**src/hdl/vbpw_pkg.sv**
```systemverilog
// Shared types and constants for the video RAM byte to pixel write expander.
// Used by vbpw_front, vbpw_queue, vbpw_back and vram_byte_to_pixel_writes.
`default_nettype none

package vbpw_pkg;

  // Display modes, as coded in the display_mode register
  typedef enum logic [1:0] {
    MODE_COLOUR32 = 2'd0,
    MODE_MONO64   = 2'd1,
    MODE_COLOUR64 = 2'd2,
    MODE_MONO128  = 2'd3
  } mode_t;

  // Configuration register indexes
  localparam int CFG_IDX_W  = 2;
  localparam int CFG_DATA_W = 4;
  localparam logic [CFG_IDX_W-1:0] REG_DISPLAY_MODE = 2'd0;
  localparam logic [CFG_IDX_W-1:0] REG_FOREGROUND   = 2'd1;
  localparam logic [CFG_IDX_W-1:0] REG_PALETTE      = 2'd2;

  // Field widths
  localparam int ADDR_W  = 11;
  localparam int BYTE_W  = 8;
  localparam int CLR_W   = 4;
  localparam int COORD_W = 7;
  localparam int PIX_W   = 2 * COORD_W;

  // Reset values of the registers
  localparam mode_t             MODE_RESET = MODE_MONO64;
  localparam logic [CLR_W-1:0]  FG_RESET   = '0;

  // Back end step counter: 8 writes for quadrant modes, 32 for scaled modes
  localparam int CNT_W = 5;
  localparam logic [CNT_W-1:0] CNT_LAST_SHORT = 5'd7;
  localparam logic [CNT_W-1:0] CNT_LAST_LONG  = 5'd31;

  // Depth of the queue between front and back
  localparam int QUEUE_DEPTH = 2;

  // One classified item as the back end executes it
  typedef struct packed {
    logic               frame;
    mode_t              mode;
    logic [COORD_W-1:0] base_x;
    logic [COORD_W-1:0] base_y;
    logic [BYTE_W-1:0]  value;
    logic [CLR_W-1:0]   fg;
    logic               pal;
  } cmd_t;

endpackage

`default_nettype wire

```
**src/hdl/vbpw_front.sv**
```systemverilog
// Front end: configuration registers and classification of incoming items.
// Depends on vbpw_pkg.
`default_nettype none

module vbpw_front (
  input  wire logic                            clk,
  input  wire logic                            rst,
  input  wire logic                            cfg_we,
  input  wire logic [vbpw_pkg::CFG_IDX_W-1:0]  cfg_index,
  input  wire logic [vbpw_pkg::CFG_DATA_W-1:0] cfg_data,
  input  wire logic                            take,
  input  wire logic                            frame_select,
  input  wire logic [vbpw_pkg::ADDR_W-1:0]     byte_address,
  input  wire logic [vbpw_pkg::BYTE_W-1:0]     byte_value,
  output logic                                 push,
  output vbpw_pkg::cmd_t                       cmd
);

  vbpw_pkg::mode_t                  display_mode;
  logic [vbpw_pkg::CLR_W-1:0]       foreground_colour;
  logic                             colour_palette;
  logic                             quad_mode;
  logic                             keep;

  // Configuration registers
  always_ff @(posedge clk) begin
    if (rst) begin
      display_mode      <= vbpw_pkg::MODE_RESET;
      foreground_colour <= vbpw_pkg::FG_RESET;
      colour_palette    <= 1'b0;
    end else if (cfg_we) begin
      case (cfg_index)
        vbpw_pkg::REG_DISPLAY_MODE: begin
          display_mode <= vbpw_pkg::mode_t'(cfg_data[1:0]);
        end
        vbpw_pkg::REG_FOREGROUND: begin
          foreground_colour <= cfg_data[vbpw_pkg::CLR_W-1:0];
        end
        vbpw_pkg::REG_PALETTE: begin
          colour_palette <= cfg_data[0];
        end
        default: begin
        end
      endcase
    end
  end

  // Base pixel of the item. Quadrant modes place the 512-byte page on screen;
  // scaled modes drop anything past the first page (it lands below the frame).
  always_comb begin
    quad_mode = (display_mode == vbpw_pkg::MODE_MONO128) ||
                (display_mode == vbpw_pkg::MODE_COLOUR64);
    cmd.frame = frame_select;
    cmd.mode  = display_mode;
    cmd.value = byte_value;
    cmd.fg    = foreground_colour;
    cmd.pal   = colour_palette;
    if (quad_mode) begin
      cmd.base_x = {byte_address[9], byte_address[3:0], 2'b00};
      cmd.base_y = {byte_address[10], byte_address[8:4], 1'b0};
      keep       = 1'b1;
    end else begin
      cmd.base_x = {byte_address[3:0], 3'b000};
      cmd.base_y = {byte_address[8:4], 2'b00};
      keep       = (byte_address[10:9] == 2'b00);
    end
    push = take && keep;
  end

endmodule

`default_nettype wire

```
**src/hdl/vbpw_queue.sv**
```systemverilog
// Short register queue of classified items between front and back end.
// Depends on vbpw_pkg.
`default_nettype none

module vbpw_queue #(
  parameter int DEPTH = vbpw_pkg::QUEUE_DEPTH
) (
  input  wire logic           clk,
  input  wire logic           rst,
  input  wire logic           push,
  input  wire vbpw_pkg::cmd_t push_cmd,
  input  wire logic           pop,
  output vbpw_pkg::cmd_t      head,
  output logic                empty,
  output logic                full
);

  localparam int PTR_W = (DEPTH > 1) ? $clog2(DEPTH) : 1;
  localparam int CNT_W = $clog2(DEPTH + 1);
  localparam logic [PTR_W-1:0] PTR_LAST = PTR_W'(DEPTH - 1);

  vbpw_pkg::cmd_t   entries [DEPTH];
  logic [PTR_W-1:0] wr_ptr;
  logic [PTR_W-1:0] rd_ptr;
  logic [CNT_W-1:0] count;

  assign empty = (count == '0);
  assign full  = (count == CNT_W'(DEPTH));
  assign head  = entries[rd_ptr];

  // Storage
  always_ff @(posedge clk) begin
    if (push) begin
      entries[wr_ptr] <= push_cmd;
    end
  end

  // Pointers and fill count
  always_ff @(posedge clk) begin
    if (rst) begin
      wr_ptr <= '0;
      rd_ptr <= '0;
      count  <= '0;
    end else begin
      if (push) begin
        wr_ptr <= (wr_ptr == PTR_LAST) ? '0 : wr_ptr + 1'b1;
      end
      if (pop) begin
        rd_ptr <= (rd_ptr == PTR_LAST) ? '0 : rd_ptr + 1'b1;
      end
      if (push && !pop) begin
        count <= count + 1'b1;
      end else if (pop && !push) begin
        count <= count - 1'b1;
      end
    end
  end

`ifndef SYNTH
  a_no_push_full: assert property (@(posedge clk) disable iff (rst) push |-> !full)
    else $error("queue written while full");
  a_no_pop_empty: assert property (@(posedge clk) disable iff (rst) pop |-> !empty)
    else $error("queue read while empty");
`endif

endmodule

`default_nettype wire

```
**src/hdl/vbpw_back.sv**
```systemverilog
// Back end: steps through the pixel writes of one item, one per cycle.
// Depends on vbpw_pkg.
`default_nettype none

module vbpw_back (
  input  wire logic                         clk,
  input  wire logic                         rst,
  input  wire vbpw_pkg::cmd_t               head,
  input  wire logic                         empty,
  output logic                              pop,
  output logic                              result_strobe,
  output logic                              target_buffer,
  output logic [vbpw_pkg::PIX_W-1:0]        pixel_index,
  output logic [vbpw_pkg::CLR_W-1:0]        colour_index,
  output logic                              palette_select,
  output logic                              last_write
);

  vbpw_pkg::cmd_t                 cmd;
  logic                           active;
  logic [vbpw_pkg::CNT_W-1:0]     cnt;
  logic [vbpw_pkg::CNT_W-1:0]     cnt_last;
  logic                           finish;
  logic [2:0]                     dx;
  logic [1:0]                     dy;
  logic [vbpw_pkg::CLR_W-1:0]     clr;
  logic [vbpw_pkg::COORD_W-1:0]   px;
  logic [vbpw_pkg::COORD_W-1:0]   py;

  // Offset and colour of the current step
  always_comb begin
    case (cmd.mode)
      vbpw_pkg::MODE_MONO64: begin
        dx       = {cnt[4], cnt[2], cnt[0]};
        dy       = {cnt[3], cnt[1]};
        clr      = cmd.value[cnt[4:2]] ? cmd.fg : '0;
        cnt_last = vbpw_pkg::CNT_LAST_LONG;
      end
      vbpw_pkg::MODE_COLOUR64: begin
        dx       = {1'b0, cnt[2], cnt[0]};
        dy       = {1'b0, cnt[1]};
        clr      = cnt[2] ? cmd.value[7:4] : cmd.value[3:0];
        cnt_last = vbpw_pkg::CNT_LAST_SHORT;
      end
      vbpw_pkg::MODE_COLOUR32: begin
        dx       = {cnt[4], cnt[1:0]};
        dy       = cnt[3:2];
        clr      = cnt[4] ? cmd.value[7:4] : cmd.value[3:0];
        cnt_last = vbpw_pkg::CNT_LAST_LONG;
      end
      default: begin
        dx       = {1'b0, cnt[2], cnt[0]};
        dy       = {1'b0, cnt[1]};
        clr      = cmd.value[cnt[2:0]] ? cmd.fg : '0;
        cnt_last = vbpw_pkg::CNT_LAST_SHORT;
      end
    endcase
    px     = cmd.base_x + {4'b0000, dx};
    py     = cmd.base_y + {5'b00000, dy};
    finish = active && (cnt == cnt_last);
    pop    = (!active || finish) && !empty;
  end

  // Sequencer: load next item as the current one ends
  always_ff @(posedge clk) begin
    if (rst) begin
      active <= 1'b0;
      cnt    <= '0;
    end else if (pop) begin
      active <= 1'b1;
      cnt    <= '0;
    end else if (finish) begin
      active <= 1'b0;
    end else if (active) begin
      cnt <= cnt + 1'b1;
    end
  end

  always_ff @(posedge clk) begin
    if (pop) begin
      cmd <= head;
    end
  end

  // Result register
  always_ff @(posedge clk) begin
    if (rst) begin
      result_strobe <= 1'b0;
      last_write    <= 1'b0;
    end else begin
      result_strobe <= active;
      last_write    <= finish;
    end
  end

  always_ff @(posedge clk) begin
    target_buffer  <= cmd.frame;
    pixel_index    <= {py, px};
    colour_index   <= clr;
    palette_select <= cmd.pal;
  end

`ifndef SYNTH
  a_last_has_strobe: assert property (@(posedge clk) disable iff (rst)
    last_write |-> result_strobe)
    else $error("last flag without a result");
  a_run_unbroken: assert property (@(posedge clk) disable iff (rst)
    (result_strobe && !last_write) |=> result_strobe)
    else $error("gap inside the writes of one item");
`endif

endmodule

`default_nettype wire

```
**src/hdl/vram_byte_to_pixel_writes.sv**
```systemverilog
// Top level of the video RAM byte to pixel write expander.
// Depends on vbpw_pkg, vbpw_front, vbpw_queue and vbpw_back.
//
//  channel  | handshake            | payload
//  ---------+----------------------+---------------------------------------------
//  item in  | start / busy         | frame_select, byte_address, byte_value
//  result   | result_strobe        | target_buffer, pixel_index, colour_index,
//           |                      | palette_select, last_write
//  config   | cfg_we               | cfg_index, cfg_data
//
// An item gives 8 writes (128x128 mono, 64x64 colour) or 32 writes (64x64 mono,
// 32x32 colour), one per cycle, set by the back end step counter; an item in a
// scaled mode at address 512 or above gives none. An accepted item passes
// through the queue and the back end, and writes of queued items follow without gaps.
// Reset (rst, synchronous) sets display_mode 1, foreground 0, palette 0 and
// empties the queue. busy is high while the queue is full; results cannot be held.
`default_nettype none

module vram_byte_to_pixel_writes #(
  parameter int QUEUE_DEPTH = vbpw_pkg::QUEUE_DEPTH
) (
  input  wire logic                            clk,
  input  wire logic                            rst,
  input  wire logic                            cfg_we,
  input  wire logic [vbpw_pkg::CFG_IDX_W-1:0]  cfg_index,
  input  wire logic [vbpw_pkg::CFG_DATA_W-1:0] cfg_data,
  input  wire logic                            start,
  output logic                                 busy,
  input  wire logic                            frame_select,
  input  wire logic [vbpw_pkg::ADDR_W-1:0]     byte_address,
  input  wire logic [vbpw_pkg::BYTE_W-1:0]     byte_value,
  output logic                                 result_strobe,
  output logic                                 target_buffer,
  output logic [vbpw_pkg::PIX_W-1:0]           pixel_index,
  output logic [vbpw_pkg::CLR_W-1:0]           colour_index,
  output logic                                 palette_select,
  output logic                                 last_write
);

  logic           take;
  logic           push;
  logic           pop;
  logic           empty;
  logic           full;
  vbpw_pkg::cmd_t push_cmd;
  vbpw_pkg::cmd_t head;

  // Item accepted whenever the queue has room
  assign busy = full;
  assign take = start && !full;

  vbpw_front u_front (
    .clk          (clk),
    .rst          (rst),
    .cfg_we       (cfg_we),
    .cfg_index    (cfg_index),
    .cfg_data     (cfg_data),
    .take         (take),
    .frame_select (frame_select),
    .byte_address (byte_address),
    .byte_value   (byte_value),
    .push         (push),
    .cmd          (push_cmd)
  );

  vbpw_queue #(
    .DEPTH (QUEUE_DEPTH)
  ) u_queue (
    .clk      (clk),
    .rst      (rst),
    .push     (push),
    .push_cmd (push_cmd),
    .pop      (pop),
    .head     (head),
    .empty    (empty),
    .full     (full)
  );

  vbpw_back u_back (
    .clk            (clk),
    .rst            (rst),
    .head           (head),
    .empty          (empty),
    .pop            (pop),
    .result_strobe  (result_strobe),
    .target_buffer  (target_buffer),
    .pixel_index    (pixel_index),
    .colour_index   (colour_index),
    .palette_select (palette_select),
    .last_write     (last_write)
  );

endmodule

`default_nettype wire

```
**config.mk**
```make
export PLATFORM = sky130hd
export DESIGN_NAME = vram_byte_to_pixel_writes
export DESIGN_NICKNAME = d
export VERILOG_FILES = /design/src/hdl/vbpw_pkg.sv /design/src/hdl/vbpw_front.sv /design/src/hdl/vbpw_queue.sv /design/src/hdl/vbpw_back.sv /design/src/hdl/vram_byte_to_pixel_writes.sv
export SDC_FILE = /design/constraint.sdc
export NUM_CORES = 1
export LEC_CHECK = 0
export BUFFER_PORTS_ARGS = -buffer_cell sky130_fd_sc_hd__clkbuf_2
export CAP_MARGIN = 15
export CORE_ASPECT_RATIO = 1.2
export CORE_MARGIN = 1.5
export CORE_UTILIZATION = 30
export CTS_BUF_LIST = sky130_fd_sc_hd__clkbuf_4
export DETAILED_ROUTE_END_ITERATION = 8
export PLACE_DENSITY_LB_ADDON = 0.08
export SYNTH_ARGS = -nofsm -noshare
export SYNTH_HDL_FRONTEND = slang
export SYNTH_SLANG_ARGS = --single-unit
```
**constraint.sdc**
```tcl
create_clock -name clk -period 3.3 [get_ports clk]
set_input_delay 0.33 -clock clk [delete_from_list [all_inputs] [get_ports clk]]
set_output_delay 0.33 -clock clk [all_outputs]
set_load 0.02 [all_outputs]
```
==> impl_metrics.env, run 1 <==
export IMPL_cts_htree_levels=4
export IMPL_drcViolationCount=0
export IMPL_synth_net_count=326
export IMPL_cp_start_kind="flop"
export IMPL_cts_tree="yes"
export IMPL_dp_hpwl_um=5900
export IMPL_nFillCells=1443
export IMPL_io_buffers=52
export IMPL_path_delay_family="simple AND/OR/NAND/NOR gates"
export IMPL_core_area_um2=14900
export IMPL_r2r_start="u_back.cmd[28]"
export IMPL_clkTransAtPathRegs_ps=100
export IMPL_dieArea_um2=16000
export IMPL_worstReg2RegEnd="u_queue.count[1]"
export IMPL_num_rows=49
export IMPL_pwr_share_seq_pct=56.5
export IMPL_crit_arrival_ps=2690
export IMPL_tightest_slew_ps=775
export IMPL_layout_min_cycle_time_ps=2270
export IMPL_cp_end_kind="flop"
export IMPL_cap_violations=0
export IMPL_syn_area_um2=4560
export IMPL_p_per_area_nw_per_um2=722
export IMPL_seq_area_um2=3210
export IMPL_synth_most_common_cell="edfxtp_1"
export IMPL_setup_violations=0
export IMPL_ant_nets=0
export IMPL_drive_gt1_share_pct=34.3
export IMPL_ys_flop_type="edfxtp_1"
export IMPL_async_reset_ff_share_pct=0
export IMPL_path_depth=7
export IMPL_grt_usage_pct=12.0
export IMPL_syn_avg_cell_area_um2=15.7
export IMPL_hp_class="primary input to flop"
export IMPL_gp_congestion=0.749
export IMPL_synth_seq_area_share_pct=70.5
export IMPL_clkSinkCount=120
export IMPL_area_growth_pct=18.7
export IMPL_clock_skew_ps=14.7
export IMPL_path_buf_inv=1
export IMPL_synth_distinct_cells=39
export IMPL_fin_cells=584
export IMPL_synthCells=290
export IMPL_slowest_stage="edfxtp_1"
export IMPL_grt_pass1_wl_um=14000
export IMPL_slew_headroom_pct=48.3
export IMPL_swShare_pct=30.7
export IMPL_cts_resized=0
export IMPL_hold_violations=0
export IMPL_yosys_warnings=0
export IMPL_cp_max_fo=9
export IMPL_setup_tns_ps=0
export IMPL_clock_power_share_pct=22.5
export IMPL_insertion_delay_ps=490
export IMPL_antenna_found_initial=1
export IMPL_design_portCount=53
export IMPL_rrSetupSlack_ps=1030
export IMPL_dp_cells=542
export IMPL_cp_endpoint="u_queue.count[1]"
export IMPL_drt_iter0_markers=93
export IMPL_fin_nets=402
export IMPL_fmax_ghz=0.441
export IMPL_switchingPower_w=0.00120
export IMPL_path_cells="or3b_1 > a21o_1 > a21oi_4 > inv_1 > ha_1 > or3_1 > a21oi_1"
export IMPL_initial_core_util_pct=30.6
export IMPL_synth_edf_count=81
export IMPL_overflow=0
export IMPL_irDropWorstVdd_mv=0.240
export IMPL_fp_dieW_um=116
export IMPL_vias=2584
export IMPL_leakage_nw=2.01
export IMPL_startpoint="u_back.cmd[28]"
export IMPL_crit_type="flop to flop"
export IMPL_die_y_um=138
export IMPL_finalCritPeriodShare_pct=68.7
export IMPL_avgRoutedWirePerCell_um=15.3
export IMPL_synth_seq_cells=120
export IMPL_p_int_w=0.00271
export IMPL_yosysTopAreaCellShare_pct=53.3
export IMPL_ys_top_cells_by_area="edfxtp_1 (53%), dfxtp_1 (17%), mux2_2 (9.4%)"
export IMPL_rsz0062_at_grt="false"
export IMPL_cts_root_buf="clkbuf_4"
export IMPL_maxSlewViolCount=0
export IMPL_cts_buffers_inserted=17
export IMPL_worstPathRequired_ps=3720
export IMPL_rr_worst_depth=7
export IMPL_yosys_area_top_type="edfxtp_1"
export IMPL_drt_total_wl_um=8910
export IMPL_dr_pass1_iters=6
export IMPL_p_comb_share_pct=21.1
export IMPL_routed_via_density=4.42
export IMPL_max_stage_delay_ps=490
export IMPL_status="completed"
export IMPL_multi_input_area_um2=1300
export IMPL_grt_max_degree=34
export IMPL_synthTopCellsByCount="edfxtp_1 (81), dfxtp_1 (39), mux2_2 (38), nor2_1 (16), mux2i_1 (15)"
export IMPL_grt_pass1_vias=2685
export IMPL_clock_path_buffers=2
-- cells in the final DEF (no fill, tap or decap), types with 7 or more instances in the layout --
cell           count
clkbuf_4          19
mux2i_1           15
clkinv_2           7
edfxtp_1          81
dfxtp_1           38
dlygate4sd3_1      9
nand2_1           11
clkbuf_2          52
nor2_1            14
mux2_2            38
-- metal layers --
layer / up-vias / wire (um) / global-route usage (%)
met3: 8 / 259 / 3.59
li1: 1252 / - / -
met4: 0 / 111 / 5.20
met5: - / 0 / 0
met1: 1280 / 3930 / 14.2
met2: 44 / 4610 / 20.1
-- cell type report --
type                            count  area share [%]
Sequential cell                   120            59.4
Clock buffer                       19            2.64
Timing Repair Buffer               67            7.31
Antenna cell                        1          0.0462
Tap cell                          204            4.72
Multi-Input combinational cell    156            24.0
Inverter                            4           0.277
Clock inverter                     13            1.62
-- tightest hold or removal path, stage by stage --
cell,delay (ps)
clkbuf_2,80
mux2i_1,50
nor2_1,80
-- sequential cells by signal, indices dropped and copies added (netlist names), 2 cells and up --
signal,flops
u_back.cmd,27
u_back.cnt,5
u_back.colour_index,4
u_back.pixel_index,14
u_front.display_mode,2
u_front.foreground_colour,4
u_queue.count,2
u_queue.entries,54
-- power groups by stage --
stage	clock (W)	combinational [W]	sequential, W
3_5_place_dp	0	0.000829	0.00225
2_1_floorplan	0	0.000532	0.00221
4_1_cts	0.000929	0.000845	0.00222
6_report	0.000879	0.000823	0.00221
3_3_place_gp	0	0.000826	0.00225
5_1_grt	0.00100	0.000904	0.00225
-- worst min-delay path by stage --
| stage | from | to | slack [ps] | depth (start not counted) |
|---|---|---|---|---|
| floorplan | u_back.cmd[0] | u_back.palette_select | 320 | 0 |
| global placement | u_back.cmd[0] | u_back.palette_select | 330 | 0 |
| detailed placement | u_back.cmd[0] | u_back.palette_select | 330 | 0 |
| CTS | cfg_data[3] | u_front.foreground_colour[3] | 9 | 3 |
| global route | cfg_data[0] | u_front.display_mode[0] | 40 | 2 |
| finish | cfg_data[2] | u_front.foreground_colour[2] | 80 | 3 |
-- repair_timing --
action / CTS / global route
buffers inserted: 0 / 0
hold buffers: 9 / 0
endpoints found under the hold margin: 18 / 0
-- through the flow --
stage / power (W) / hold slack [ps] / utilization, % / area, um^2 / worst slack (ps)
final: 0.00391 / 77.8 / 36.3 / 5410 / 1030
after global routing: 0.00416 / 42.1 / 36.3 / 5410 / 857
after CTS: 0.00399 / 8.94 / 36.3 / 5410 / 1040
after detailed placement: 0.00308 / 332 / 34.2 / 5090 / 1060
after global placement: 0.00307 / 333 / 34.2 / 5090 / 1110
after floorplan: 0.00274 / 323 / - / 4560 / 662
-- cell families (layout without fill, tap and decap cells) --
family	Yosys count	in the layout	share of synthesized area, %
adder cells (fa/ha/maj)	6	6	1.65
other	0	1	0
buffers and inverters	14	103	1.18
AND/OR/NAND/NOR	57	57	6.50
flip-flops	120	120	70.5
multiplexers	56	56	13.9
AO/OA/AOI/OAI	27	27	4.39
XOR/XNOR	10	10	1.92
Power figures use the tool's default switching activity.
==> run 2: changes to the inputs <==
==> constraint.sdc (replaced) <==
create_clock -name clk -period 1.92 [get_ports clk]
set_input_delay 0.192 -clock clk [delete_from_list [all_inputs] [get_ports clk]]
set_output_delay 0.192 -clock clk [all_outputs]
set_load 0.02 [all_outputs]
==> run 2 against run 1 <==
  * The flow now finishes with violations (setup timing)
  * First-iteration DRC count shrank 23%
  * Worst setup slack got worse by 1100 ps
  * Clock skew is 1.5 ps higher
  * Non-clock buffer count up 28
  * Largest power group unchanged
==> impl_metrics.env, run 2 (synthesis gave the netlist of run 1 again) <==
export IMPL_gp_congestion=0.718
export IMPL_finalCritPeriodShare_pct=103
export IMPL_dp_hpwl_um=5710
export IMPL_fin_cells=612
export IMPL_pre_cts_ws_ps=-61.5
export IMPL_grt_usage_pct=11.9
export IMPL_worstPathRequired_ps=2340
export IMPL_busiest_layer="met2"
export IMPL_rr_worst_depth=8
export IMPL_final_cell_mix="edfxtp_1 (81), clkbuf_2 (52), dfxtp_1 (39)"
export IMPL_insertion_delay_ps=490
export IMPL_layout_min_cycle_time_ps=1980
export IMPL_gr_usage_met1_pct=13.6
export IMPL_setup_violations=1
export IMPL_cts_buffers_inserted=17
export IMPL_fin_nets=430
export IMPL_grt_pass1_vias=2749
export IMPL_cp_end_kind="flop"
export IMPL_slew_headroom_pct=68.3
export IMPL_fp_dieW_um=116
export IMPL_cts_htree_levels=4
export IMPL_worstHoldEndpoint="u_front.colour_palette"
export IMPL_vias=2661
export IMPL_dp_cells=552
export IMPL_cap_violations=0
export IMPL_drive_gt1_share_pct=36.1
export IMPL_routed_via_density=4.35
export IMPL_core_area_um2=14900
export IMPL_slowest_stage="or3b_4"
export IMPL_multi_input_area_um2=1320
export IMPL_cts_tree="yes"
export IMPL_crit_type="flop to flop"
export IMPL_dr_pass1_iters=4
export IMPL_area_growth_pct=25.9
export IMPL_clkSinkCount=120
export IMPL_clock_skew_ps=16.2
export IMPL_initial_core_util_pct=30.6
export IMPL_holdCritStartpoint="cfg_we"
export IMPL_max_stage_delay_ps=400
export IMPL_r2r_start="u_back.cmd[28]"
export IMPL_die_y_um=138
export IMPL_overflow=0
export IMPL_worst_slack_ps=-57.5
export IMPL_grt_use_met3_pct=3.73
export IMPL_path_cells="or3b_4 > a21o_1 > a21oi_4 > inv_2 > ha_4 > xor2_1 > or3_1 > a21oi_2"
export IMPL_cts_root_buf="clkbuf_4"
export IMPL_num_rows=49
export IMPL_avgRoutedWirePerCell_um=14.2
export IMPL_io_buffers=52
export IMPL_clock_path_buffers=2
export IMPL_p_per_area_nw_per_um2=1220
export IMPL_seq_area_um2=3210
export IMPL_hold_violations=0
export IMPL_rsz0062_at_grt="true"
export IMPL_ant_nets=0
export IMPL_hp_class="primary input to flop"
export IMPL_top_regs="u_queue.entries (54), u_back.cmd (27), u_back.pixel_index (14)"
export IMPL_hold_depth=4
export IMPL_worstReg2RegEnd="u_queue.count[1]"
export IMPL_crit_arrival_ps=2400
export IMPL_grt_util_met2_pct=20.3
export IMPL_nFillCells=1486
export IMPL_drcViolationCount=0
export IMPL_drt_iter0_markers=72
export IMPL_dieArea_um2=16000
export IMPL_clkTransAtPathRegs_ps=100
export IMPL_rrSetupSlack_ps=-60
export IMPL_antenna_found_initial=1
export IMPL_cp_start_kind="flop"
export IMPL_grt_max_degree=30
export IMPL_total_power_w=0.00698
export IMPL_grt_pass1_wl_um=14000
export IMPL_design_portCount=53
export IMPL_largest_register="u_queue.entries"
export IMPL_drt_total_wl_um=8700
export IMPL_mostFrequentLayoutCell="edfxtp_1"
export IMPL_cp_max_fo=4
export IMPL_tightest_slew_ps=476
export IMPL_irDropWorstVdd_mv=0.417
export IMPL_failed_checks="setup timing"
export IMPL_fmax_ghz=0.506
export IMPL_status="finished, violations left"
export IMPL_largest_reg_flops=54
export IMPL_maxSlewViolCount=0
export IMPL_leakage_nw=2.14
## run 2: final cells by class
cell class,instances,share of cell area (%)
diodes,1,0.0436
clock buffers,21,2.75
clock inverters,11,1.48
inverters,4,0.261
multi-input cells,156,22.9
flip-flops and latches,120,56.0
well taps,204,4.45
repair buffers,95,12.1
## run 2: power breakdown
group	switching [W]	total, W	internal [W]	leakage, nW
Sequential	0.000265	0.00364	0.00337	1.07
Clock	0.000882	0.00156	0.000679	0.134
Combinational	0.000956	0.00178	0.000828	0.941
## run 2: stage by stage
step | hold slack [ps] | setup TNS [ps] | area, um^2 | util (%)
6_report | 68.5 | -57.5 | 5740 | 38.5
5_1_grt | 7.36 | -341 | 5740 | 38.5
4_1_cts | 10.5 | -47.1 | 5730 | 38.4
3_5_place_dp | 331 | -61.5 | 5230 | 35.1
3_3_place_gp | 332 | -8.70 | 5230 | 35.1
2_1_floorplan | 291 | -4790 | 4580 | -
## run 2: worst max path at each step
stage / start / end / slack (ps)
floorplan: u_back.cmd[28] / u_queue.count[1] / -630
global placement: u_back.cmd[28] / u_queue.count[1] / -9
detailed placement: u_back.cmd[28] / u_queue.count[1] / -60
CTS: u_back.cmd[28] / u_queue.count[1] / -50
global route: u_back.cmd[28] / u_queue.count[1] / -160
finish: u_back.cmd[28] / u_queue.count[1] / -60
## run 2: critical path: cells and delay by family, from the launching register on
kind	cells	cell delay, ps
AOI/OAI and AO/OA	3	460
xor gates and xnor gates	1	140
adders and majority gates	1	150
buffers and inverters	1	60
DFF	1	380
and+or+nand+nor	2	720
## run 2: per-layer routing
layer  part of all wire (%)  wire (um)  vias to the layer above
met3                    3.0        264                        8
met4                    1.4        126                        0
li1                       -          -                     1308
met1                     42       3670                     1307
met5                      0          0                        -
met2                     53       4640                       38
## run 2: repair_timing
action | in CTS | in global routing
endpoints found under the hold margin | 47 | 0
endpoints found under the setup margin | 1 | 19
pin swaps | 0 | 0
hold buffers | 25 | 0
resized for setup | 0 | 1
setup buffers | 1 | 1
==> run 3: changes to the inputs <==
==> constraint.sdc (replaced) <==
create_clock -name clk -period 2.1 [get_ports clk]
set_input_delay 0.21 -clock clk [delete_from_list [all_inputs] [get_ports clk]]
set_output_delay 0.21 -clock clk [all_outputs]
set_load 0.02 [all_outputs]
==> run 3 against run 2 <==
  * Highest routed layer unchanged
  * Clock power fell by 9.6%
  * Power down 9.2%
  * Worst setup slack gained 33 ps
  * Sequential cell count unchanged
  * Routed wire length rose by 1.4%
  * The flow still finishes with violations (setup timing)
  * Combinational power fell by 12%
  * Sequential share of layout area grew 0.13 points
  * First-iteration DRC count is 13% lower
==> impl_metrics.env, run 3 (synthesis gave the netlist of run 1 again) <==
export IMPL_clock_path_buffers=2
export IMPL_dr_pass1_iters=4
export IMPL_pwr_share_seq_pct=53.0
export IMPL_status="finished, violations left"
export IMPL_dp_hpwl_um=5840
export IMPL_io_buffers=52
export IMPL_dieArea_um2=16000
export IMPL_clkSinkCount=120
export IMPL_crit_arrival_ps=2570
export IMPL_final_util_pct=38.4
export IMPL_layout_min_cycle_time_ps=2120
export IMPL_clock_power_share_pct=22.2
export IMPL_crit_type="flop to flop"
export IMPL_top_regs="u_queue.entries (54), u_back.cmd (27), u_back.pixel_index (14)"
export IMPL_overflow=0
export IMPL_mostFrequentLayoutCell="edfxtp_1"
export IMPL_worstReg2RegEnd="u_queue.count[1]"
export IMPL_antenna_found_initial=1
export IMPL_rrSetupSlack_ps=-20
export IMPL_clock_skew_ps=10.6
export IMPL_nFillCells=1464
export IMPL_leakage_nw=2.14
export IMPL_grt_usage_pct=12.1
export IMPL_r2r_start="u_back.cmd[28]"
export IMPL_design_portCount=53
export IMPL_drive_gt1_share_pct=35.1
export IMPL_cp_max_fo=4
export IMPL_hp_class="primary input to flop"
export IMPL_num_rows=49
export IMPL_area_growth_pct=25.6
export IMPL_insertion_delay_ps=520
export IMPL_hold_violations=0
export IMPL_setup_violations=1
export IMPL_fin_nets=430
export IMPL_slew_headroom_pct=66.4
export IMPL_cp_start_kind="flop"
export IMPL_largest_register="u_queue.entries"
export IMPL_p_comb_share_pct=24.8
export IMPL_cts_tree="yes"
export IMPL_finalCritPeriodShare_pct=101
export IMPL_startpoint="u_back.cmd[28]"
export IMPL_die_y_um=138
export IMPL_avgRoutedWirePerCell_um=14.4
export IMPL_failed_checks="setup timing"
export IMPL_p_per_area_nw_per_um2=1110
export IMPL_holdCritStartpoint="byte_address[10]"
export IMPL_grt_max_degree=34
export IMPL_cp_end_kind="flop"
export IMPL_gp_congestion=0.698
export IMPL_maxSlewViolCount=0
export IMPL_p_int_w=0.00441
export IMPL_tightest_slew_ps=503
export IMPL_rr_worst_depth=8
export IMPL_cap_violations=0
export IMPL_irDropWorstVdd_mv=0.467
export IMPL_routed_via_density=4.42
export IMPL_initial_core_util_pct=30.6
export IMPL_vias=2707
export IMPL_grt_pass1_vias=2794
export IMPL_hold_depth=2
export IMPL_worstHoldEndpoint="u_queue.entries[0][19]"
export IMPL_swShare_pct=30.5
export IMPL_cts_htree_levels=4
export IMPL_switchingPower_w=0.00194
export IMPL_grt_pass1_wl_um=14200
export IMPL_pre_cts_ws_ps=34.8
export IMPL_ant_nets=0
export IMPL_cts_buffers_inserted=17
export IMPL_drt_total_wl_um=8820
export IMPL_drcViolationCount=0
export IMPL_fmax_ghz=0.471
export IMPL_rsz0062_at_grt="true"
export IMPL_largest_reg_flops=54
export IMPL_final_cell_mix="edfxtp_1 (81), clkbuf_2 (52), dfxtp_1 (39)"
export IMPL_core_area_um2=14900
export IMPL_fp_dieW_um=116
export IMPL_worst_slack_ps=-24.6
export IMPL_cts_root_buf="clkbuf_4"
export IMPL_drt_iter0_markers=63
export IMPL_clkTransAtPathRegs_ps=100
export IMPL_worstPathRequired_ps=2550
-- run 3: cell types whose count changed in the layout (fill, tap and decap cells not counted), sizes merged --
cell | previous run | this run
clkinvlp | 3 | 2
clkbuf | 73 | 72
clkinv | 7 | 9
dlygate4sd3 | 25 | 29
buf | 18 | 14
-- run 3: worst max path at each step --
stage	endpoint	slack, ps	cells after the start
after floorplan	u_queue.count[1]	-450	8
after global placement	u_queue.count[1]	90	8
after CTS	u_queue.count[1]	1	8
after global routing	u_queue.count[1]	-140	8
after detailed placement	u_queue.count[1]	30	8
final	u_queue.count[1]	-20	8
-- run 3: power by group through the flow --
| stage | Combinational (W) | Clock [W] | Sequential [W] |
|---|---|---|---|
| floorplan | 0.000864 | 0 | 0.00348 |
| detailed placement | 0.00154 | 0 | 0.00343 |
| finish | 0.00157 | 0.00141 | 0.00336 |
| CTS | 0.00159 | 0.00148 | 0.00338 |
| global route | 0.00172 | 0.00158 | 0.00342 |
| global placement | 0.00153 | 0 | 0.00342 |
-- run 3: area by class of cell --
cell class | instances | area, um^2 | share of cell area (%)
Tap cell | 204 | 255 | 4.46
Sequential cell | 120 | 3210 | 56.1
Clock inverter | 12 | 86.3 | 1.51
Timing Repair Buffer | 95 | 681 | 11.9
Inverter | 4 | 15.0 | 0.262
Antenna cell | 1 | 2.50 | 0.0437
Multi-Input combinational cell | 156 | 1330 | 23.1
Clock buffer | 20 | 150 | 2.62
-- run 3: critical path: stages (launching register included) --
cell	delay, ps
edfxtp_1	400
or3b_4	420
a21o_4	230
a21oi_4	180
inv_2	60
ha_4	160
xor2_1	140
or3_1	330
a21oi_2	120
-- run 3: routing by layer --
layer	part of all wire (%)	vias up	track usage [%]
met3	3.5	13	4.43
met1	42	1344	13.8
met5	0	-	0
li1	-	1306	-
met4	2.0	0	5.65
met2	52	44	20.2
-- run 3: timing repair --
| action | in CTS | in global routing |
|---|---|---|
| resized for setup | 0 | 2 |
| setup buffers | 0 | 1 |
| hold buffers | 29 | 0 |
| hold endpoints to repair | 47 | 0 |
| endpoints found under the setup margin | 0 | 1 |
-- run 3: metrics by stage --
stage               area [um^2]  hold slack [ps]  power [W]  TNS [ps]  cells
floorplan                  4580              309    0.00434      -744    290
global placement           5180              353    0.00496         0    549
detailed placement         5180              354    0.00496         0    549
CTS                        5710             18.3    0.00644         0    610
global route               5730             18.4    0.00672      -142    612
finish                     5730             81.8    0.00634     -24.6    612
